## config.mk

```make
export PLATFORM = sky130hd
export DESIGN_NAME = julian_day_to_calendar_date
export DESIGN_NICKNAME = d
export VERILOG_FILES = /design/src/hdl/jd2cal_pkg.sv /design/src/hdl/julian_day_to_calendar_date.sv
export SDC_FILE = /design/constraint.sdc
export NUM_CORES = 2
export LEC_CHECK = 0
export ABC_AREA = 1
export BUFFER_PORTS_ARGS = -buffer_cell sky130_fd_sc_hd__buf_4
export CAP_MARGIN = 10
export CORE_UTILIZATION = 53
export DETAILED_ROUTE_END_ITERATION = 10
export GPL_ROUTABILITY_DRIVEN = 0
export GPL_TIMING_DRIVEN = 0
export HOLD_SLACK_MARGIN = 0.1
export PLACE_DENSITY = 0.71
export SYNTH_ARGS = -nofsm -noshare
export SYNTH_HDL_FRONTEND = slang
export SYNTH_SLANG_ARGS = --single-unit
```

## constraint.sdc

```tcl
create_clock -name clk -period 19 [get_ports clk]
set_input_delay 3.8 -clock clk [delete_from_list [all_inputs] [get_ports clk]]
set_output_delay 3.8 -clock clk [all_outputs]
set_load 0.1 [all_outputs]
```

## src/hdl/jd2cal_pkg.sv

```systemverilog
// constants, payload layout and month table for the julian day to calendar date converter
// standalone package, no dependencies
package jd2cal_pkg;

	localparam int TDATA_IN_W  = 56;
	localparam int TDATA_OUT_W = 56;

	// day number fixups
	localparam logic [26:0]        MS_PER_DAY = 27'd86400000;
	localparam logic signed [23:0] MJD_TO_JDN = 24'sd2400001;
	localparam logic signed [23:0] GREG_START = 24'sd2299161;

	// alpha = floor((4z - ALPHA_OFS) / ALPHA_DIV), same as the 36524.25 century form
	localparam logic signed [26:0] ALPHA_OFS   = 27'sd7468865;
	localparam logic [24:0]        ALPHA_DIV   = 25'd146097;
	localparam logic [7:0]         ALPHA_RECIP = 8'd229;      // floor(2^25 / 146097)

	// c = floor((20b - 2442) / 7305); numerator biased by C_BIAS * 7305 to stay positive
	localparam logic signed [29:0] C_OFS   = 30'sd35857803;
	localparam logic [27:0]        C_DIV   = 28'd7305;
	localparam logic [15:0]        C_RECIP = 16'd36746;      // floor(2^28 / 7305)
	localparam logic [15:0]        C_BIAS  = 16'd4909;

	localparam logic signed [26:0] DAYS_PER_4Y = 27'sd1461;
	localparam int                 E_NUM       = 306001;
	localparam logic [22:0]        E_SCALE     = 23'd10000;

	// time of day
	localparam logic [26:0] MS_DIV    = 27'd1000;
	localparam logic [17:0] MS_RECIP  = 18'd134217;          // floor(2^27 / 1000)
	localparam logic [11:0] MIN_RECIP = 12'd2184;            // floor(2^17 / 60)
	localparam logic [5:0]  HR_RECIP  = 6'd34;               // floor(2^11 / 60)

	// result word, first member in the top bits so year lands at bit 0
	typedef struct packed {
		logic [9:0]  millisecond;
		logic [5:0]  second;
		logic [5:0]  minute;
		logic [4:0]  hour;
		logic [4:0]  day_of_month;
		logic [3:0]  month;
		logic [14:0] year;
	} date_time_t;

	// floor(30.6001 * e) for the month index
	function automatic logic [8:0] month_offset(input logic [3:0] e);
		logic [8:0] r;
		unique case (e)
			4'd4:    r = 9'd122;
			4'd5:    r = 9'd153;
			4'd6:    r = 9'd183;
			4'd7:    r = 9'd214;
			4'd8:    r = 9'd244;
			4'd9:    r = 9'd275;
			4'd10:   r = 9'd306;
			4'd11:   r = 9'd336;
			4'd12:   r = 9'd367;
			4'd13:   r = 9'd397;
			4'd14:   r = 9'd428;
			4'd15:   r = 9'd459;
			default: r = 9'd0;
		endcase
		return r;
	endfunction

endpackage

```

## src/hdl/julian_day_to_calendar_date.sv

```systemverilog
// modified julian date to calendar date and time of day, ten stage pipeline
// depends on jd2cal_pkg for constants, the result layout and the month table
// throughput: one word per cycle if unstalled; each stage holds one item and moves on when the next frees
// constant divisions are reciprocal multiplies with one correction step spread over stages
// reset clears the stage valid bits only; the data path is not reset
module julian_day_to_calendar_date (
	input  logic                               clk,
	input  logic                               arst_n,
	input  logic                               s_axis_tvalid,
	output logic                               s_axis_tready,
	// day_number[22:0] (signed), ms_of_day[49:23], zero fill
	input  logic [jd2cal_pkg::TDATA_IN_W-1:0]  s_axis_tdata,
	output logic                               m_axis_tvalid,
	input  logic                               m_axis_tready,
	// year[14:0] (signed), month[18:15], day_of_month[23:19], hour[28:24],
	// minute[34:29], second[40:35], millisecond[50:41], zero fill
	output logic [jd2cal_pkg::TDATA_OUT_W-1:0] m_axis_tdata
);
	import jd2cal_pkg::*;

	localparam int NUM_STG = 10;

	logic [NUM_STG-1:0] vld_q;
	logic [NUM_STG-1:0] rdy;

	function automatic logic [24:0] na_of(input logic signed [23:0] z);
		logic signed [26:0] t;
		t = z;
		t = (t <<< 2) - ALPHA_OFS;
		return t[24:0];
	endfunction

	function automatic logic [27:0] nc_of(input logic signed [23:0] b);
		logic signed [29:0] t;
		t = b;
		t = t * 30'sd20 + C_OFS;
		return t[27:0];
	endfunction

	// stage registers
	logic signed [23:0] z_s1, z_s2, z_s3;
	logic [26:0]        ms_s1, ms_s2;
	logic               greg_s2, greg_s3;
	logic [32:0]        alpha_p_s2;
	logic [44:0]        ms_p_s2;
	logic [7:0]         aq0_s3;
	logic               afix_s3;
	logic [16:0]        sq0_s3;
	logic [10:0]        mr_s3;
	logic signed [23:0] b_s4, b_s5, b_s6, b_s7;
	logic [16:0]        sec_s4, sec_s5;
	logic [9:0]         milli_s4, milli_s5, milli_s6, milli_s7, milli_s8, milli_s9;
	logic [43:0]        c_p_s5;
	logic [28:0]        min_p_s5;
	logic [14:0]        cq0_s6;
	logic               cfix_s6;
	logic [10:0]        mq0_s6;
	logic [6:0]         sr_s6;
	logic signed [15:0] c_s7, c_s8, c_s9;
	logic [10:0]        min_s7, min_s8;
	logic [5:0]         second_s7, second_s8, second_s9;
	logic [8:0]         x_s8, x_s9;
	logic [16:0]        hr_p_s8;
	logic [3:0]         e_s9;
	logic [4:0]         hour_s9;
	logic [5:0]         minute_s9;
	date_time_t         out_s10;

	// stage logic
	logic signed [22:0] dn_in;
	logic signed [23:0] dn_x;
	logic [26:0]        ms_in;
	logic               wrap;
	logic signed [23:0] z_in;
	logic [7:0]         aq0;
	logic [24:0]        ar;
	logic [16:0]        sq0;
	logic [26:0]        mr;
	logic [7:0]         alpha;
	logic signed [23:0] a_w, b_w;
	logic               mfix;
	logic [16:0]        sec_w;
	logic [9:0]         milli_w;
	logic [14:0]        cq0;
	logic [27:0]        cr;
	logic [10:0]        mq0;
	logic [16:0]        sr;
	logic signed [15:0] c_w;
	logic               sfix;
	logic [10:0]        min_w;
	logic [5:0]         second_w;
	logic signed [26:0] cx, dm, d_w, bx, xd;
	logic [22:0]        ex;
	logic [3:0]         e_w;
	logic [4:0]         hq0;
	logic [10:0]        hr;
	logic               hfix;
	logic [4:0]         hour_w;
	logic [5:0]         minute_w;
	logic [3:0]         month_w;
	logic signed [15:0] year_w;
	logic [8:0]         day_w;

	// a stage takes a new item when it is empty or its own item moves on
	always_comb begin
		rdy[NUM_STG-1] = !vld_q[NUM_STG-1] || m_axis_tready;
		for (int k = NUM_STG - 2; k >= 0; k--) begin
			rdy[k] = !vld_q[k] || rdy[k+1];
		end
	end

	assign s_axis_tready = rdy[0];
	assign m_axis_tvalid = vld_q[NUM_STG-1];
	assign m_axis_tdata  = {{(TDATA_OUT_W - $bits(date_time_t)){1'b0}}, out_s10};

	always_ff @(posedge clk or negedge arst_n) begin
		if (!arst_n) begin
			vld_q <= '0;
		end else begin
			if (rdy[0]) begin
				vld_q[0] <= s_axis_tvalid;
			end
			for (int k = 1; k < NUM_STG; k++) begin
				if (rdy[k]) begin
					vld_q[k] <= vld_q[k-1];
				end
			end
		end
	end

	// s1: full day rollover and julian day number
	always_comb begin
		dn_in = s_axis_tdata[22:0];
		ms_in = s_axis_tdata[49:23];
		dn_x  = dn_in;
		wrap  = ms_in >= MS_PER_DAY;
		z_in  = dn_x + MJD_TO_JDN + 24'(wrap);
	end

	// s3: first quotient guesses and remainders
	always_comb begin
		aq0  = alpha_p_s2[32:25];
		ar   = na_of(z_s2) - 25'(aq0) * ALPHA_DIV;
		sq0  = ms_p_s2[43:27];
		mr   = ms_s2 - 27'(sq0) * MS_DIV;
	end

	// s4: corrected alpha, gregorian fixup, b, corrected seconds and milliseconds
	always_comb begin
		alpha   = aq0_s3 + 8'(afix_s3);
		a_w     = greg_s3 ? z_s3 + 24'sd1 + 24'(alpha) - 24'(alpha[7:2]) : z_s3;
		b_w     = a_w + 24'sd1524;
		mfix    = mr_s3 >= 11'd1000;
		sec_w   = sq0_s3 + 17'(mfix);
		milli_w = mfix ? 10'(mr_s3 - 11'd1000) : mr_s3[9:0];
	end

	// s6: year count guess and remainder, minute guess and remainder
	always_comb begin
		cq0 = c_p_s5[42:28];
		cr  = nc_of(b_s5) - 28'(cq0) * C_DIV;
		mq0 = min_p_s5[27:17];
		sr  = sec_s5 - 17'(mq0) * 17'd60;
	end

	// s7: corrected year count, minutes of day
	always_comb begin
		c_w      = 16'(cq0_s6) + 16'(cfix_s6) - C_BIAS;
		sfix     = sr_s6 >= 7'd60;
		min_w    = mq0_s6 + 11'(sfix);
		second_w = sfix ? 6'(sr_s6 - 7'd60) : sr_s6[5:0];
	end

	// s8: days left in the year after the march-based year start
	always_comb begin
		cx = c_s7;
		dm = cx * DAYS_PER_4Y;
		d_w = dm >>> 2;
		bx = b_s7;
		xd = bx - d_w;
	end

	// s9: month index by threshold count, hour split
	always_comb begin
		ex  = 23'(x_s8) * E_SCALE;
		e_w = 4'd4;
		for (int k = 5; k <= 15; k++) begin
			if (ex >= 23'(E_NUM * k)) begin
				e_w = e_w + 4'd1;
			end
		end
		hq0      = hr_p_s8[15:11];
		hr       = min_s8 - 11'(hq0) * 11'd60;
		hfix     = hr >= 11'd60;
		hour_w   = hq0 + 5'(hfix);
		minute_w = hfix ? 6'(hr - 11'd60) : hr[5:0];
	end

	// s10: month, year and day of month
	always_comb begin
		month_w = (e_s9 < 4'd14) ? e_s9 - 4'd1 : e_s9 - 4'd13;
		year_w  = (month_w > 4'd2) ? c_s9 - 16'sd4716 : c_s9 - 16'sd4715;
		day_w   = x_s9 - month_offset(e_s9);
	end

	always_ff @(posedge clk) begin
		if (rdy[0]) begin
			z_s1  <= z_in;
			ms_s1 <= wrap ? ms_in - MS_PER_DAY : ms_in;
		end
		if (rdy[1]) begin
			z_s2       <= z_s1;
			ms_s2      <= ms_s1;
			greg_s2    <= z_s1 >= GREG_START;
			alpha_p_s2 <= 33'(na_of(z_s1)) * 33'(ALPHA_RECIP);
			ms_p_s2    <= 45'(ms_s1) * 45'(MS_RECIP);
		end
		if (rdy[2]) begin
			z_s3    <= z_s2;
			greg_s3 <= greg_s2;
			aq0_s3  <= aq0;
			afix_s3 <= ar >= ALPHA_DIV;
			sq0_s3  <= sq0;
			mr_s3   <= mr[10:0];
		end
		if (rdy[3]) begin
			b_s4     <= b_w;
			sec_s4   <= sec_w;
			milli_s4 <= milli_w;
		end
		if (rdy[4]) begin
			b_s5     <= b_s4;
			sec_s5   <= sec_s4;
			milli_s5 <= milli_s4;
			c_p_s5   <= 44'(nc_of(b_s4)) * 44'(C_RECIP);
			min_p_s5 <= 29'(sec_s4) * 29'(MIN_RECIP);
		end
		if (rdy[5]) begin
			b_s6     <= b_s5;
			milli_s6 <= milli_s5;
			cq0_s6   <= cq0;
			cfix_s6  <= cr >= C_DIV;
			mq0_s6   <= mq0;
			sr_s6    <= sr[6:0];
		end
		if (rdy[6]) begin
			b_s7      <= b_s6;
			milli_s7  <= milli_s6;
			c_s7      <= c_w;
			min_s7    <= min_w;
			second_s7 <= second_w;
		end
		if (rdy[7]) begin
			c_s8      <= c_s7;
			x_s8      <= xd[8:0];
			min_s8    <= min_s7;
			second_s8 <= second_s7;
			milli_s8  <= milli_s7;
			hr_p_s8   <= 17'(min_s7) * 17'(HR_RECIP);
		end
		if (rdy[8]) begin
			c_s9      <= c_s8;
			x_s9      <= x_s8;
			e_s9      <= e_w;
			hour_s9   <= hour_w;
			minute_s9 <= minute_w;
			second_s9 <= second_s8;
			milli_s9  <= milli_s8;
		end
		if (rdy[9]) begin
			out_s10.year         <= year_w[14:0];
			out_s10.month        <= month_w;
			out_s10.day_of_month <= day_w[4:0];
			out_s10.hour         <= hour_s9;
			out_s10.minute       <= minute_s9;
			out_s10.second       <= second_s9;
			out_s10.millisecond  <= milli_s9;
		end
	end

	// days into the march-based year always land in one year's span
	assert property (@(posedge clk) disable iff (!arst_n)
		vld_q[7] |-> (x_s8 >= 9'd123 && x_s8 <= 9'd488))
		else $error("day offset out of range after year split");

	assert property (@(posedge clk) disable iff (!arst_n)
		m_axis_tvalid |-> (out_s10.month >= 4'd1 && out_s10.month <= 4'd12 &&
			out_s10.day_of_month != 5'd0))
		else $error("calendar date out of range");

	assert property (@(posedge clk) disable iff (!arst_n)
		m_axis_tvalid |-> (out_s10.hour <= 5'd23 && out_s10.minute <= 6'd59 &&
			out_s10.second <= 6'd59 && out_s10.millisecond <= 10'd999))
		else $error("time of day out of range");

	assert property (@(posedge clk) disable iff (!arst_n)
		((&vld_q) && !m_axis_tready) |-> !s_axis_tready)
		else $error("word taken while every stage is full and stalled");

endmodule
```

==> impl_metrics.env <==
export IMPL_outcome="completed"
export IMPL_timing_setup_tns_ps=0
export IMPL_detailed_route_drc_error_count=0
export IMPL_dpl_instance_area_um2=57600
export IMPL_ios=118
export IMPL_timing_hold_violations_final=0
export IMPL_layout_common_cells="1107 x sky130_fd_sc_hd__inv_1, 1000 x sky130_fd_sc_hd__ha_1, 681 x sky130_fd_sc_hd__nand2_1"
export IMPL_place_detailed_hpwl_mm=84.8
export IMPL_maxClockFrequency_ghz=0.0712
export IMPL_max_cap_violations=0
export IMPL_final_setup_skew_ps=31.4
export IMPL_grt_pass1_vias=36500
export IMPL_number_of_flops_mapped_to_enable_cells_by_yosys=554
export IMPL_slew_worst_pin_ps=1160
export IMPL_floorplan_initialDensity_pct=53.8
export IMPL_clock_tree_root_cell="sky130_fd_sc_hd__clkbuf_16"
export IMPL_initialDrtViolationCount=1564
export IMPL_post_synth_top_flop="sky130_fd_sc_hd__edfxtp_1"
export IMPL_worstSetupPathType="primary input to output pin"
export IMPL_leading_cell_type_in_the_layout_fill_and_taps_excluded="sky130_fd_sc_hd__inv_1"
export IMPL_final_max_slew_viol_count=0
export IMPL_wire_length_on_met2_mm=50.5
export IMPL_grt_start_max_net_pins=61
export IMPL_route_vias_total=35400
export IMPL_cts_inserted_buffers=57
export IMPL_synthesis_area_per_instance_um2=10.3
export IMPL_top_layer="met4"
export IMPL_critical_path_peak_fanout=43
export IMPL_synth_warning_count=0
export IMPL_grt_setup_unrepaired="false"
export IMPL_min_period_ps=14050
export IMPL_number_of_antenna_violations_at_the_first_check_in_global_routing=0
export IMPL_synth_distinct_cells=61
export IMPL_fin_nets=7037
export IMPL_number_of_buffers_added_to_fix_hold_violations_after_cts=0
export IMPL_cts_setup_buffers=0
export IMPL_post_layout_inst_area_um2=59700
export IMPL_critical_path_required_ps=15200
export IMPL_post_synth_instance_area_um2=54900
export IMPL_area_growth_synth_to_final_pct=8.61
export IMPL_htreeDepth=2
export IMPL_ys_seq_area_share_pct=30.9
export IMPL_cts_resized_gates=0
export IMPL_timing_final_setup_violations=0
export IMPL_critical_path_startpoint_type="primary input"
export IMPL_ant_nets=0
export IMPL_postSynthRegisterBits=569
export IMPL_async_flop_share_pct=1.76
export IMPL_post_route_period_util_pct=74.0
export IMPL_wirelength_met1_mm=45.6
export IMPL_fin_ws_ps=4950
export IMPL_clock_sinks=569
export IMPL_netlist_instances=5340
export IMPL_max_slew_margin_pct=22.3
export IMPL_tritoncts="built"
export IMPL_drive_gt1_share_pct=6.02
export IMPL_worst_hold_slack_ps=414
export IMPL_worst_path_arrival_ps=10250
export IMPL_die_area_um2=105000
export IMPL_global_route_usage_total_pct=20.1
export IMPL_vias_per_cell=5.10
export IMPL_placement_setup_worst_slack_ps=4800
export IMPL_drt_wirelength_per_cell_um=14.6
export IMPL_drt_pre_antenna_iters=5
export IMPL_placementRows=117
export IMPL_die_height_um=324
export IMPL_antennaDiodeCount=0
export IMPL_portBuffers=106
export IMPL_min_delay_path_class="flip-flop to flip-flop"
export IMPL_placeableCoreArea_um2=102000
export IMPL_die_width_um=324
export IMPL_globalRouteOverflowTotal=0
export IMPL_routed_wl_met3_mm=3.15
export IMPL_clk_latency_ps=640
export IMPL_ctsLongestPathBuffers=3
export IMPL_wl_mm=101
export IMPL_clkSlewWorstSetupHoldPaths_ps=60
export IMPL_end_kind="output pin"
export IMPL_grt_first_pass_wirelength_mm=172
sequential cells by signal, indices dropped and copies added, names as in the netlist, 17 cells and up, named ones only:
name and flops:
b_s4 24, b_s5 24, m_axis_tdata 51, ms_p_s2 17, ms_s1 27, sec_s4 17, sq0_s3 17, z_s1 24
z_s2 24, z_s3 24
critical path, cell delays in order:
cell	delay (ps)
sky130_fd_sc_hd__buf_4	70
sky130_fd_sc_hd__nor2_1	40
sky130_fd_sc_hd__inv_2	300
sky130_fd_sc_hd__buf_12	260
sky130_fd_sc_hd__nor2_1	130
sky130_fd_sc_hd__inv_1	170
sky130_fd_sc_hd__nor2_1	70
sky130_fd_sc_hd__inv_2	450
sky130_fd_sc_hd__nor2_1	110
sky130_fd_sc_hd__inv_2	470
sky130_fd_sc_hd__nor2_1	120
sky130_fd_sc_hd__inv_2	470
sky130_fd_sc_hd__nor2_1	110
sky130_fd_sc_hd__inv_2	460
sky130_fd_sc_hd__buf_12	310
sky130_fd_sc_hd__nor2_1	80
sky130_fd_sc_hd__inv_2	430
sky130_fd_sc_hd__buf_12	260
sky130_fd_sc_hd__nor2_1	70
sky130_fd_sc_hd__inv_2	430
sky130_fd_sc_hd__buf_12	290
sky130_fd_sc_hd__nor2_1	120
sky130_fd_sc_hd__nand2_2	520
sky130_fd_sc_hd__buf_12	280
sky130_fd_sc_hd__buf_4	320
synthesized netlist by cell type, types with 7 or more instances:
| cell | n | area (um2) |
|---|---|---|
| sky130_fd_sc_hd__buf_4 | 7 | 52.6 |
| sky130_fd_sc_hd__a21boi_0 | 11 | 82.6 |
| sky130_fd_sc_hd__a21o_1 | 15 | 113 |
| sky130_fd_sc_hd__or2_2 | 20 | 125 |
| sky130_fd_sc_hd__o21a_1 | 10 | 75.1 |
| sky130_fd_sc_hd__nand3b_1 | 10 | 75.1 |
| sky130_fd_sc_hd__edfxtp_1 | 554 | 16600 |
| sky130_fd_sc_hd__a211oi_1 | 8 | 60.1 |
| sky130_fd_sc_hd__inv_1 | 1115 | 4190 |
| sky130_fd_sc_hd__nand4_1 | 43 | 269 |
| sky130_fd_sc_hd__nor3_1 | 32 | 160 |
| sky130_fd_sc_hd__o211ai_1 | 12 | 90.1 |
| sky130_fd_sc_hd__dfrtp_1 | 10 | 250 |
| sky130_fd_sc_hd__ha_1 | 1000 | 12500 |
| sky130_fd_sc_hd__o31ai_1 | 9 | 67.6 |
| sky130_fd_sc_hd__nor4_1 | 13 | 81.3 |
| sky130_fd_sc_hd__a31oi_1 | 10 | 62.6 |
| sky130_fd_sc_hd__nor2_1 | 167 | 627 |
| sky130_fd_sc_hd__o21bai_1 | 14 | 105 |
| sky130_fd_sc_hd__nor2_2 | 8 | 50.1 |
| sky130_fd_sc_hd__inv_2 | 16 | 60.1 |
| sky130_fd_sc_hd__xor2_1 | 255 | 2230 |
| sky130_fd_sc_hd__o21ai_0 | 131 | 656 |
| sky130_fd_sc_hd__fa_1 | 459 | 9190 |
| sky130_fd_sc_hd__a21oi_1 | 277 | 1390 |
| sky130_fd_sc_hd__xnor2_1 | 125 | 1090 |
| sky130_fd_sc_hd__nand2_2 | 29 | 181 |
| sky130_fd_sc_hd__nand3_1 | 196 | 981 |
| sky130_fd_sc_hd__nand2_1 | 682 | 2560 |
| sky130_fd_sc_hd__o21ai_1 | 9 | 45.0 |
| sky130_fd_sc_hd__nand3_2 | 15 | 150 |
metal layers:
| layer | vias to the layer above | global-route usage, % |
|---|---|---|
| met4 | 0 | 4.49 |
| met5 | - | 0 |
| met2 | 490 | 36.2 |
| met3 | 135 | 2.19 |
| met1 | 16900 | 25.7 |
| li1 | 17900 | - |
layout make-up:
cell class,count,area [um2]
fillers,8566,42500
multi-input cells,3628,33600
flip-flops and latches,569,17000
inverters,1133,4250
well taps,1368,1710
clock buffers,68,1520
repair buffers,115,976
clock inverters,40,504
plain buffers,14,80.1
cell families (layout without fill, tap and decap cells):
family          count (synthesis)  in the layout  share of synthesized area, %
mux                             1              1                        0.0205
simple gates                 1241           1241                          10.0
buf+inv                      1147           1370                          7.89
fa+ha+maj                    1459           1459                          39.5
xor+xnor                      380            380                          6.06
flops                         569            569                          30.9
compound gates                542            542                          5.57
other cells                     1              5                       0.00683
path summary, 6_finish.rpt:
| check | startpoint | slack [ps] | cells after the start | end |
|---|---|---|---|---|
| max in group asynchronous | arst_n | 15800 | 1 | vld_q[4]$_DFFE_PN0P_ |
| max | m_axis_tready | 4950 | 25 | s_axis_tready |
| min | milli_s5[7]$_DFFE_PP_ | 410 | 0 | milli_s6[7]$_DFFE_PP_ |
| max reg2reg | b_s4[1]$_DFFE_PP_ | 9120 | 35 | c_p_s5[41]$_DFFE_PP_ |
| min reg2reg | milli_s5[7]$_DFFE_PP_ | 410 | 0 | milli_s6[7]$_DFFE_PP_ |
| min in group asynchronous | arst_n | 3010 | 1 | vld_q[9]$_DFFE_PN0P_ |
through the flow:
step,utilization (%),std cells
finish,58.4,6935
global route,58.4,6935
CTS,58.4,6935
detailed placement,56.4,6827
global placement,56.2,6818
floorplan,-,5344
Power is not shown: default switching activity piles up to over one toggle a cycle in this logic, so the estimate is an artifact.
